## config.mk

```make
export PLATFORM = sky130hd
export DESIGN_NAME = window_frame_damage_diff
export DESIGN_NICKNAME = d
export VERILOG_FILES = /design/src/design/wfdd_pkg.sv /design/src/design/wfdd_store.sv /design/src/design/wfdd_geom.sv /design/src/design/window_frame_damage_diff.sv
export SDC_FILE = /design/constraint.sdc
export NUM_CORES = 2
export LEC_CHECK = 0
export BUFFER_PORTS_ARGS = -buffer_cell sky130_fd_sc_hd__buf_2
export CORE_UTILIZATION = 62
export DETAILED_ROUTE_END_ITERATION = 6
export PLACE_DENSITY = 0.76
export SYNTH_ARGS = -nofsm -noshare
export SYNTH_HDL_FRONTEND = slang
export SYNTH_SLANG_ARGS = --single-unit
export TNS_END_PERCENT = 1
```

## constraint.sdc

```tcl
create_clock -name clk -period 7.6 [get_ports clk]
set_input_delay 0 -clock clk [delete_from_list [all_inputs] [get_ports clk]]
set_output_delay 0 -clock clk [all_outputs]
set_load 0.02 [all_outputs]
```

## src/design/wfdd_pkg.sv

```systemverilog
package wfdd_pkg;

	localparam int WFDD_SLOTS = 32;

	localparam int SLOT_W     = 5;
	localparam int CRD_W      = 13;
	localparam int EXT_W      = 12;
	localparam int MRG_W      = 7;
	localparam int GEO_W      = 16;
	localparam int S_TDATA_W  = 56;
	localparam int S_TUSER_W  = 2;
	localparam int M_TDATA_W  = 56;
	localparam int CFG_IDX_W  = 2;
	localparam int CFG_DATA_W = 6;
	localparam int BW_W       = 4;
	localparam int TH_W       = 6;

	localparam logic [BW_W-1:0] BW_RST = 4'd2;
	localparam logic [TH_W-1:0] TH_RST = 6'd20;

	localparam logic [CFG_IDX_W-1:0] REG_BORDER = 2'd0;
	localparam logic [CFG_IDX_W-1:0] REG_TITLE  = 2'd1;

	// result kinds, bit positions in the emit mask, in emit order
	localparam int KIND_N  = 6;
	localparam int K_TOP   = 0;
	localparam int K_BOT   = 1;
	localparam int K_LEFT  = 2;
	localparam int K_RIGHT = 3;
	localparam int K_OLD   = 4;
	localparam int K_NEW   = 5;

	typedef struct packed {
		logic signed [CRD_W-1:0] x;
		logic signed [CRD_W-1:0] y;
		logic signed [CRD_W-1:0] w;
		logic signed [CRD_W-1:0] h;
	} crect_t;

	localparam int CRECT_W = 4 * CRD_W;

	typedef struct packed {
		logic [MRG_W-1:0] l;
		logic [MRG_W-1:0] t;
		logic [MRG_W-1:0] r;
		logic [MRG_W-1:0] b;
	} marg_t;

	typedef struct packed {
		logic signed [GEO_W-1:0] ox;
		logic signed [GEO_W-1:0] oy;
		logic signed [GEO_W-1:0] ow;
		logic signed [GEO_W-1:0] oh;
		logic signed [GEO_W-1:0] ox1;
		logic signed [GEO_W-1:0] oy1;
		logic signed [GEO_W-1:0] nx;
		logic signed [GEO_W-1:0] ny;
		logic signed [GEO_W-1:0] nw;
		logic signed [GEO_W-1:0] nh;
		logic signed [GEO_W-1:0] ix0;
		logic signed [GEO_W-1:0] iy0;
		logic signed [GEO_W-1:0] ix1;
		logic signed [GEO_W-1:0] iy1;
		logic                    same;
		logic [KIND_N-1:0]       mask;
	} geo_t;

endpackage

```

## src/design/wfdd_store.sv

```systemverilog
module wfdd_store import wfdd_pkg::*; #(
	parameter int DEPTH = WFDD_SLOTS,
	parameter int IDX_W = 5
) (
	input  logic             clk,
	input  logic             arst_n,
	input  logic             rd_en,
	input  logic [IDX_W-1:0] rd_idx,
	input  logic             wr_en,
	input  logic [IDX_W-1:0] wr_idx,
	input  crect_t           wr_data,
	output crect_t           rd_data
);

	logic [CRECT_W-1:0] mem [DEPTH];
	logic [DEPTH-1:0]   vld_q;
	logic [CRECT_W-1:0] rdata_q;
	logic               rvld_q;

	always_ff @(posedge clk) begin
		if (wr_en) begin
			mem[wr_idx] <= wr_data;
		end
		if (rd_en) begin
			rdata_q <= mem[rd_idx];
		end
	end

	always_ff @(posedge clk or negedge arst_n) begin
		if (!arst_n) begin
			vld_q  <= '0;
			rvld_q <= 1'b0;
		end else begin
			if (wr_en) begin
				vld_q[wr_idx] <= 1'b1;
			end
			if (rd_en) begin
				rvld_q <= vld_q[rd_idx];
			end
		end
	end

	// entries never written read as zero
	assign rd_data = rvld_q ? crect_t'(rdata_q) : '0;

endmodule

```

## src/design/wfdd_geom.sv

```systemverilog
module wfdd_geom import wfdd_pkg::*; (
	input  logic   clk,
	input  crect_t home,
	input  crect_t cont,
	input  marg_t  marg,
	output geo_t   geo
);

	typedef struct packed {
		logic signed [GEO_W-1:0] ox;
		logic signed [GEO_W-1:0] oy;
		logic signed [GEO_W-1:0] ow;
		logic signed [GEO_W-1:0] oh;
		logic signed [GEO_W-1:0] ox1;
		logic signed [GEO_W-1:0] oy1;
		logic signed [GEO_W-1:0] nx;
		logic signed [GEO_W-1:0] ny;
		logic signed [GEO_W-1:0] nw;
		logic signed [GEO_W-1:0] nh;
		logic signed [GEO_W-1:0] nx1;
		logic signed [GEO_W-1:0] ny1;
		logic                    same;
	} frm_t;

	frm_t frm_c, frm_s1;
	geo_t geo_c, geo_s2;

	always_comb begin
		logic signed [GEO_W-1:0] ml, mt, mr, mb;
		logic signed [GEO_W-1:0] hx, hy, hw, hh, cx, cy, cw, ch;
		ml = GEO_W'(marg.l);
		mt = GEO_W'(marg.t);
		mr = GEO_W'(marg.r);
		mb = GEO_W'(marg.b);
		hx = GEO_W'(home.x);
		hy = GEO_W'(home.y);
		hw = GEO_W'(home.w);
		hh = GEO_W'(home.h);
		cx = GEO_W'(cont.x);
		cy = GEO_W'(cont.y);
		cw = GEO_W'(cont.w);
		ch = GEO_W'(cont.h);
		frm_c.ox   = hx - ml;
		frm_c.oy   = hy - mt;
		frm_c.ow   = hw + ml + mr;
		frm_c.oh   = hh + mt + mb;
		frm_c.ox1  = hx + hw + mr;
		frm_c.oy1  = hy + hh + mb;
		frm_c.nx   = cx - ml;
		frm_c.ny   = cy - mt;
		frm_c.nw   = cw + ml + mr;
		frm_c.nh   = ch + mt + mb;
		frm_c.nx1  = cx + cw + mr;
		frm_c.ny1  = cy + ch + mb;
		frm_c.same = (home == cont);
	end

	always_ff @(posedge clk) begin
		frm_s1 <= frm_c;
	end

	always_comb begin
		logic disj;
		geo_c.ox   = frm_s1.ox;
		geo_c.oy   = frm_s1.oy;
		geo_c.ow   = frm_s1.ow;
		geo_c.oh   = frm_s1.oh;
		geo_c.ox1  = frm_s1.ox1;
		geo_c.oy1  = frm_s1.oy1;
		geo_c.nx   = frm_s1.nx;
		geo_c.ny   = frm_s1.ny;
		geo_c.nw   = frm_s1.nw;
		geo_c.nh   = frm_s1.nh;
		geo_c.same = frm_s1.same;
		geo_c.ix0  = (frm_s1.ox > frm_s1.nx) ? frm_s1.ox : frm_s1.nx;
		geo_c.iy0  = (frm_s1.oy > frm_s1.ny) ? frm_s1.oy : frm_s1.ny;
		geo_c.ix1  = (frm_s1.ox1 < frm_s1.nx1) ? frm_s1.ox1 : frm_s1.nx1;
		geo_c.iy1  = (frm_s1.oy1 < frm_s1.ny1) ? frm_s1.oy1 : frm_s1.ny1;
		disj = (geo_c.ix0 >= geo_c.ix1) || (geo_c.iy0 >= geo_c.iy1);
		geo_c.mask          = '0;
		geo_c.mask[K_OLD]   = disj;
		geo_c.mask[K_TOP]   = !disj && (frm_s1.oy < geo_c.iy0);
		geo_c.mask[K_BOT]   = !disj && (frm_s1.oy1 > geo_c.iy1);
		geo_c.mask[K_LEFT]  = !disj && (frm_s1.ox < geo_c.ix0);
		geo_c.mask[K_RIGHT] = !disj && (frm_s1.ox1 > geo_c.ix1);
		geo_c.mask[K_NEW]   = 1'b1;
	end

	always_ff @(posedge clk) begin
		geo_s2 <= geo_c;
	end

	assign geo = geo_s2;

endmodule

```

## src/design/window_frame_damage_diff.sv

```systemverilog
// channel  | dir | handshake          | content
// s_       | in  | s_tvalid/s_tready  | one window per item
// m_       | out | m_tvalid/m_tready  | one rectangle per item, m_tlast on the last one
// cfg_     | in  | cfg_valid/cfg_ready| register writes, always ready
//
// An item passes the store read, frame build and overlap steps, then emits one
// rectangle per cycle while m_ is not stalled, 1 to 5 in all; s_tready stays low until it is done.
// Unchanged content: no rectangles. Out-of-range slot: accepted, no rectangles.
// The store entry is written with the last rectangle; reset empties all entries.
// A stalled m_ holds the current rectangle and pauses the emit sequence.
module window_frame_damage_diff import wfdd_pkg::*; #(
	parameter int WINDOW_SLOTS = WFDD_SLOTS
) (
	input  logic                  clk,
	input  logic                  arst_n,
	input  logic                  s_tvalid,
	output logic                  s_tready,
	input  logic [S_TDATA_W-1:0]  s_tdata,   // slot, win_x, win_y, win_w, win_h
	input  logic [S_TUSER_W-1:0]  s_tuser,   // is_popup, no_title
	output logic                  m_tvalid,
	input  logic                  m_tready,
	output logic [M_TDATA_W-1:0]  m_tdata,   // rect_x, rect_y, rect_w, rect_h
	output logic                  m_tuser,   // clear_background
	output logic                  m_tlast,
	input  logic                  cfg_valid,
	output logic                  cfg_ready,
	input  logic [CFG_IDX_W-1:0]  cfg_index,
	input  logic [CFG_DATA_W-1:0] cfg_data
);

	localparam int IDX_W = (WINDOW_SLOTS > 1) ? $clog2(WINDOW_SLOTS) : 1;
	localparam int SEL_W = (IDX_W > SLOT_W) ? IDX_W : SLOT_W;

	typedef enum logic [3:0] {
		ST_IDLE = 4'b0001,
		ST_LOAD = 4'b0010,
		ST_OVL  = 4'b0100,
		ST_EMIT = 4'b1000
	} state_t;

	state_t state_q;

	logic [BW_W-1:0] bw_q;
	logic [TH_W-1:0] th_q;

	logic [SLOT_W-1:0] in_slot;
	logic [CRD_W-1:0]  in_x, in_y;
	logic [EXT_W-1:0]  in_w, in_h;
	logic              in_popup, in_notitle;
	logic [SEL_W-1:0]  slot_wide;
	logic [IDX_W-1:0]  slot_idx;
	logic              slot_ok;
	logic              s_acc;

	marg_t  marg_c, marg_q;
	crect_t cont_c, cont_q;
	logic [IDX_W-1:0] idx_q;

	crect_t home;
	geo_t   geo;

	logic [KIND_N-1:0] done_q, pending, sel;
	logic              last_c, out_free, emit_go, st_wr;
	logic signed [GEO_W-1:0] rx_c, ry_c, rw_c, rh_c;
	logic              clr_c;

	logic              m_tvalid_q;
	logic [CRD_W-1:0]  rx_q, ry_q;
	logic [EXT_W-1:0]  rw_q, rh_q;
	logic              clr_q, last_q;

	assign cfg_ready = 1'b1;

	always_ff @(posedge clk or negedge arst_n) begin
		if (!arst_n) begin
			bw_q <= BW_RST;
			th_q <= TH_RST;
		end else if (cfg_valid) begin
			unique case (cfg_index)
				REG_BORDER: bw_q <= cfg_data[BW_W-1:0];
				REG_TITLE:  th_q <= cfg_data[TH_W-1:0];
				default: ;
			endcase
		end
	end

	assign in_slot    = s_tdata[4:0];
	assign in_x       = s_tdata[17:5];
	assign in_y       = s_tdata[30:18];
	assign in_w       = s_tdata[42:31];
	assign in_h       = s_tdata[54:43];
	assign in_popup   = s_tuser[0];
	assign in_notitle = s_tuser[1];

	assign slot_wide = SEL_W'(in_slot);
	assign slot_idx  = slot_wide[IDX_W-1:0];
	assign slot_ok   = 32'(in_slot) < 32'(WINDOW_SLOTS);
	assign s_tready  = (state_q == ST_IDLE);
	assign s_acc     = s_tvalid && s_tready;

	always_comb begin
		if (in_popup) begin
			marg_c = '{l: MRG_W'(1), t: MRG_W'(1), r: MRG_W'(1), b: MRG_W'(1)};
		end else if (in_notitle) begin
			marg_c = '{l: MRG_W'(bw_q), t: MRG_W'(bw_q), r: MRG_W'(bw_q), b: MRG_W'(bw_q)};
		end else begin
			marg_c = '{l: MRG_W'(bw_q), t: MRG_W'(th_q) + MRG_W'(1),
				r: MRG_W'(bw_q), b: MRG_W'(bw_q)};
		end
		cont_c.x = CRD_W'(in_x + CRD_W'(marg_c.l));
		cont_c.y = CRD_W'(in_y + CRD_W'(marg_c.t));
		cont_c.w = CRD_W'(CRD_W'(in_w) - CRD_W'(marg_c.l) - CRD_W'(marg_c.r));
		cont_c.h = CRD_W'(CRD_W'(in_h) - CRD_W'(marg_c.t) - CRD_W'(marg_c.b));
	end

	always_ff @(posedge clk) begin
		if (s_acc) begin
			marg_q <= marg_c;
			cont_q <= cont_c;
			idx_q  <= slot_idx;
		end
	end

	wfdd_store #(
		.DEPTH (WINDOW_SLOTS),
		.IDX_W (IDX_W)
	) u_store (
		.clk     (clk),
		.arst_n  (arst_n),
		.rd_en   (s_acc && slot_ok),
		.rd_idx  (slot_idx),
		.wr_en   (st_wr),
		.wr_idx  (idx_q),
		.wr_data (cont_q),
		.rd_data (home)
	);

	wfdd_geom u_geom (
		.clk  (clk),
		.home (home),
		.cont (cont_q),
		.marg (marg_q),
		.geo  (geo)
	);

	assign pending  = geo.mask & ~done_q;
	assign sel      = pending & (~pending + KIND_N'(1));
	assign last_c   = (pending & ~sel) == '0;
	assign out_free = !m_tvalid_q || m_tready;
	assign emit_go  = (state_q == ST_EMIT) && !geo.same && out_free;
	assign st_wr    = emit_go && last_c;

	always_comb begin
		rx_c  = geo.nx;
		ry_c  = geo.ny;
		rw_c  = geo.nw;
		rh_c  = geo.nh;
		clr_c = 1'b1;
		if (sel[K_TOP]) begin
			rx_c = geo.ox;
			ry_c = geo.oy;
			rw_c = geo.ow;
			rh_c = geo.iy0 - geo.oy;
		end else if (sel[K_BOT]) begin
			rx_c = geo.ox;
			ry_c = geo.iy1;
			rw_c = geo.ow;
			rh_c = geo.oy1 - geo.iy1;
		end else if (sel[K_LEFT]) begin
			rx_c = geo.ox;
			ry_c = geo.iy0;
			rw_c = geo.ix0 - geo.ox;
			rh_c = geo.iy1 - geo.iy0;
		end else if (sel[K_RIGHT]) begin
			rx_c = geo.ix1;
			ry_c = geo.iy0;
			rw_c = geo.ox1 - geo.ix1;
			rh_c = geo.iy1 - geo.iy0;
		end else if (sel[K_OLD]) begin
			rx_c = geo.ox;
			ry_c = geo.oy;
			rw_c = geo.ow;
			rh_c = geo.oh;
		end else begin
			clr_c = 1'b0;
		end
	end

	always_ff @(posedge clk or negedge arst_n) begin
		if (!arst_n) begin
			state_q <= ST_IDLE;
			done_q  <= '0;
		end else begin
			unique case (state_q)
				ST_IDLE: begin
					if (s_acc && slot_ok) begin
						state_q <= ST_LOAD;
					end
				end
				ST_LOAD: state_q <= ST_OVL;
				ST_OVL: begin
					done_q  <= '0;
					state_q <= ST_EMIT;
				end
				ST_EMIT: begin
					if (geo.same || st_wr) begin
						state_q <= ST_IDLE;
					end else if (emit_go) begin
						done_q <= done_q | sel;
					end
				end
				default: state_q <= ST_IDLE;
			endcase
		end
	end

	always_ff @(posedge clk or negedge arst_n) begin
		if (!arst_n) begin
			m_tvalid_q <= 1'b0;
		end else if (emit_go) begin
			m_tvalid_q <= 1'b1;
		end else if (m_tready) begin
			m_tvalid_q <= 1'b0;
		end
	end

	always_ff @(posedge clk) begin
		if (emit_go) begin
			rx_q   <= rx_c[CRD_W-1:0];
			ry_q   <= ry_c[CRD_W-1:0];
			rw_q   <= rw_c[EXT_W-1:0];
			rh_q   <= rh_c[EXT_W-1:0];
			clr_q  <= clr_c;
			last_q <= last_c;
		end
	end

	assign m_tvalid = m_tvalid_q;
	assign m_tdata  = {6'b0, rh_q, rw_q, ry_q, rx_q};
	assign m_tuser  = clr_q;
	assign m_tlast  = last_q;

	a_wr_last: assert property (@(posedge clk) disable iff (!arst_n)
		st_wr |=> (m_tvalid && m_tlast))
		else $error("store written without a final rectangle");

	a_pending: assert property (@(posedge clk) disable iff (!arst_n)
		((state_q == ST_EMIT) && !geo.same) |-> (pending != '0))
		else $error("emit state with nothing left to emit");

	a_disjoint: assert property (@(posedge clk) disable iff (!arst_n)
		((state_q == ST_EMIT) && geo.mask[K_OLD]) |-> (geo.mask[K_RIGHT:K_TOP] == '0))
		else $error("strips scheduled for disjoint frames");

endmodule

```

==> impl_results.md <==
- Run status: finished clean
- Post-synthesis sequential area ratio: about two thirds
- Synthesized flop and latch total: roughly 2200
- Worst vdd ir: between 0.2 and 0.25 mV
- Critical Path AT: roughly 6000 ps
- Clock skew: about 33 ps
- Total track usage: 32.9%
- Cts bufs inserted: roughly 210
- Pre-CTS setup slack: 2160 ps
- Reg2reg setup slack: 2030 ps
- Antenna violations before repair: 9
- Detailed Place HPWL: about 140 mm
- Post-CTS resize count: 0
- Register share of total power: slightly above 40%
- Worst Setup End Kind: flop
- PortBufs: 123
- Fin cells: between 8000 and 9000
- Die Ht: 392 µm
- Final ANT Viol Nets: 0
- Post-synthesis instance area: between 90000 and 100000 µm²
- Synth-to-Final Area Change: 12.8%
- Max Fclk: 0.180 GHz
- Via count: about 53000
- Vias per Instance: 6.51
- Clock latency on the worst-skew pair: 860 ps
- Pwr dens: between 300 and 400 nW/µm²
- Ys Warns: 0
- Commonest cells in the netlist: edfxtp_1 (1836), mux4_2 (530), dfxtp_1 (350)
- Launching point of the worst reg2reg path: done_q[1]
- Post-synth cell types: slightly above 80
- Pleak: approximately 38 nW
- Rows: 142
- Post-synth top area cell: edfxtp_1
- Hold depth: 6
- GRT Residual Overflow: 0
- Utilization after layout: 70.7%
- Switch share: between 30% and 40%
- CTS H-tree lvls: 4
- Syn_area_per_cell: between 15 and 20 µm²
- DP Cell Count: between 7000 and 8000
- Avg WL per Cell: slightly above 30 µm
- RSZ-0062 raised after global routing: no
- Share of the synthesized area in the top cell type: around three fifths
- Number of global-route vias before repair: between 50000 and 60000
- Setup ws final: slightly above 2000 ps
- Net Switching: approximately 0.013 W
- CP max FO: 36
- 1st-pass router iterations: 5
- Slew Viols, Final: 0
- CP startpoint kind: flop
- Fin Setup TNS: 0 ps
- Fill cell count: between 9000 and 10000
- Max_cap viols: 0
- Root Buffer: clkbuf_16
- Worst-path clk slew: about 60 ps
- CTS tree: yes
- Largest net degree at the start of global routing: 151
- Setup violations, final: 0
- Relative slew slack: around 7%
- Worst Hold Class: in2reg
- DRC: 0
- Hold_sp: s_tdata[48]
- Synth Instances: 5506
- Final Hold Violating Endpoints: 0
- Ranking of synthesized cells by area: edfxtp_1 (58%), mux4_2 (13%), dfxtp_1 (7.4%)
- Die X: just under 400 µm
- Async SR Flop Fraction: approximately 2.4%
- Setup bufs post-CTS: 0
- Number of flops mapped to enable cells by yosys: 1836
- Clk buf depth: 3
- Routed WL: 249 mm
- Core region area: between 150000 and 200000 µm²
- Area after DPL: slightly below 100000 µm²
- Die ar.: approximately 150000 µm²
- Effective utilization at floorplan: ~63%
- Initial DRC Count: a little under 6000
- Nets: ~6400
- Minimum clock period: 5570 ps
- I/O pins: between 100 and 150
- Worst Hold End: cont_q[6]
- Internal: 0.0260 W
- Share of layout cells above drive strength 1: between 20% and 30%
- Crit Path Category: reg2reg
- Clk pwr share: approximately 27%
- Capturing point of the worst reg2reg path: u_store.mem[27][23]
- Gp weighted congestion: 0.911
- Clock sink count: 2240
- Logic pwr share: 31.5%
- Synth Flop Type: edfxtp_1
- R2R depth: 10
- Worst endpoint required time: 8100 ps
- Global-route wire length before repair: roughly 360 mm
- Most common cell in the synthesized netlist: edfxtp_1
- Least-Margin Pin Slew: 1400 ps
- Final worst path period share: roughly three quarters
- Final instance area: approximately 110000 µm²
[metrics by stage]
step,hold slack [ps],total power (W)
final,57.3,0.0389
after global routing,56.3,0.0409
after CTS,1.31,0.0389
after detailed placement,194,0.0283
after global placement,186,0.0281
after floorplan,-296,0.0245
[registers in the layout, summed over array words and instances (netlist names), 11 cells and up]
signal,cells
rx_q,13
cont_q,52
u_store.rdata_q,52
rw_q,12
ry_q,13
rh_q,12
u_store.vld_q,32
u_geom.geo,181
marg_q,11
u_geom.frm_s1,169
u_store.mem,1664
[worst max-delay path by stage]
stage                 startpoint                   to  cells after the start
3_3_place_gp   u_geom.frm_s1[19]        u_geom.geo[4]                     20
6_report               done_q[1]  u_store.mem[27][23]                     10
3_5_place_dp   u_geom.frm_s1[19]        u_geom.geo[2]                     19
5_1_grt        u_geom.frm_s1[19]        u_geom.geo[2]                     19
4_1_cts                done_q[1]  u_store.mem[27][42]                     10
2_1_floorplan         state_q[2]   u_store.mem[27][0]                      7
[repair_timing]
item / in CTS / in global routing
hold endpoints to repair: 238 / 0
hold buffers: 128 / 0
endpoints found under the setup margin: 0 / 0
[placed cells by master, fill, tap and decap left out, types with 51 or more instances in the layout]
master,instances
nand2b_1,51
inv_1,333
clkbuf_16,220
dlygate4sd3_1,128
mux4_2,530
clkbuf_1,54
edfxtp_1,1836
nand2_1,168
a21o_1,77
a21oi_1,176
nor2b_1,55
buf_2,118
nor2_1,174
o21ai_0,114
xnor2_1,184
dfxtp_1,350
ha_1,342
buf_4,105
xor2_1,111
mux2_2,68
[area by class of cell]
cell class | count | area (µm²) | share of cell area [%]
Antenna cell | 5 | 12.5 | 0.0118
Sequential cell | 2240 | 63500 | 59.7
Inverter | 334 | 1250 | 1.18
Multi-Input combinational cell | 2746 | 29200 | 27.4
Clock inverter | 96 | 878 | 0.826
Tap cell | 2016 | 2520 | 2.37
Timing Repair Buffer | 374 | 3100 | 2.91
Clock buffer | 294 | 5980 | 5.62
[logic make-up (layout without fill, tap and decap cells)]
logic type,Yosys count,after routing,share of synthesized area (%)
flops,2240,2240,67.3
simple gates,788,788,4.23
mux,643,643,13.9
compound gates,632,632,4.33
buf+inv,525,1098,2.12
fa+ha+maj,380,380,5.31
xor+xnor,296,296,2.75
other cells,2,12,0.00796
[worst max-delay path, cell delays in order, from the launching register on]
cell      delay (ps)
dfrtp_1          370
nand2b_1         110
buf_4            230
nand2_1          530
nor2_1           820
a22o_1           370
and2_1           190
nor2b_1          670
nand3_1          580
nor2_4           880
buf_12           420
[power by group through the flow]
stage	Combinational (W)	Clock [W]	Sequential, W
final	0.0123	0.0105	0.0162
after global routing	0.0136	0.0110	0.0163
after detailed placement	0.0120	0	0.0164
after CTS	0.0122	0.0106	0.0161
after global placement	0.0117	0	0.0163
after floorplan	0.00820	0	0.0163
[routing by layer]
layer	global-route usage (%)	wire (µm)
met1	42.1	89800
met2	54.6	123000
met3	6.37	23100
met4	15.2	12200
met5	0	38
Power figures use the tool's default switching activity.
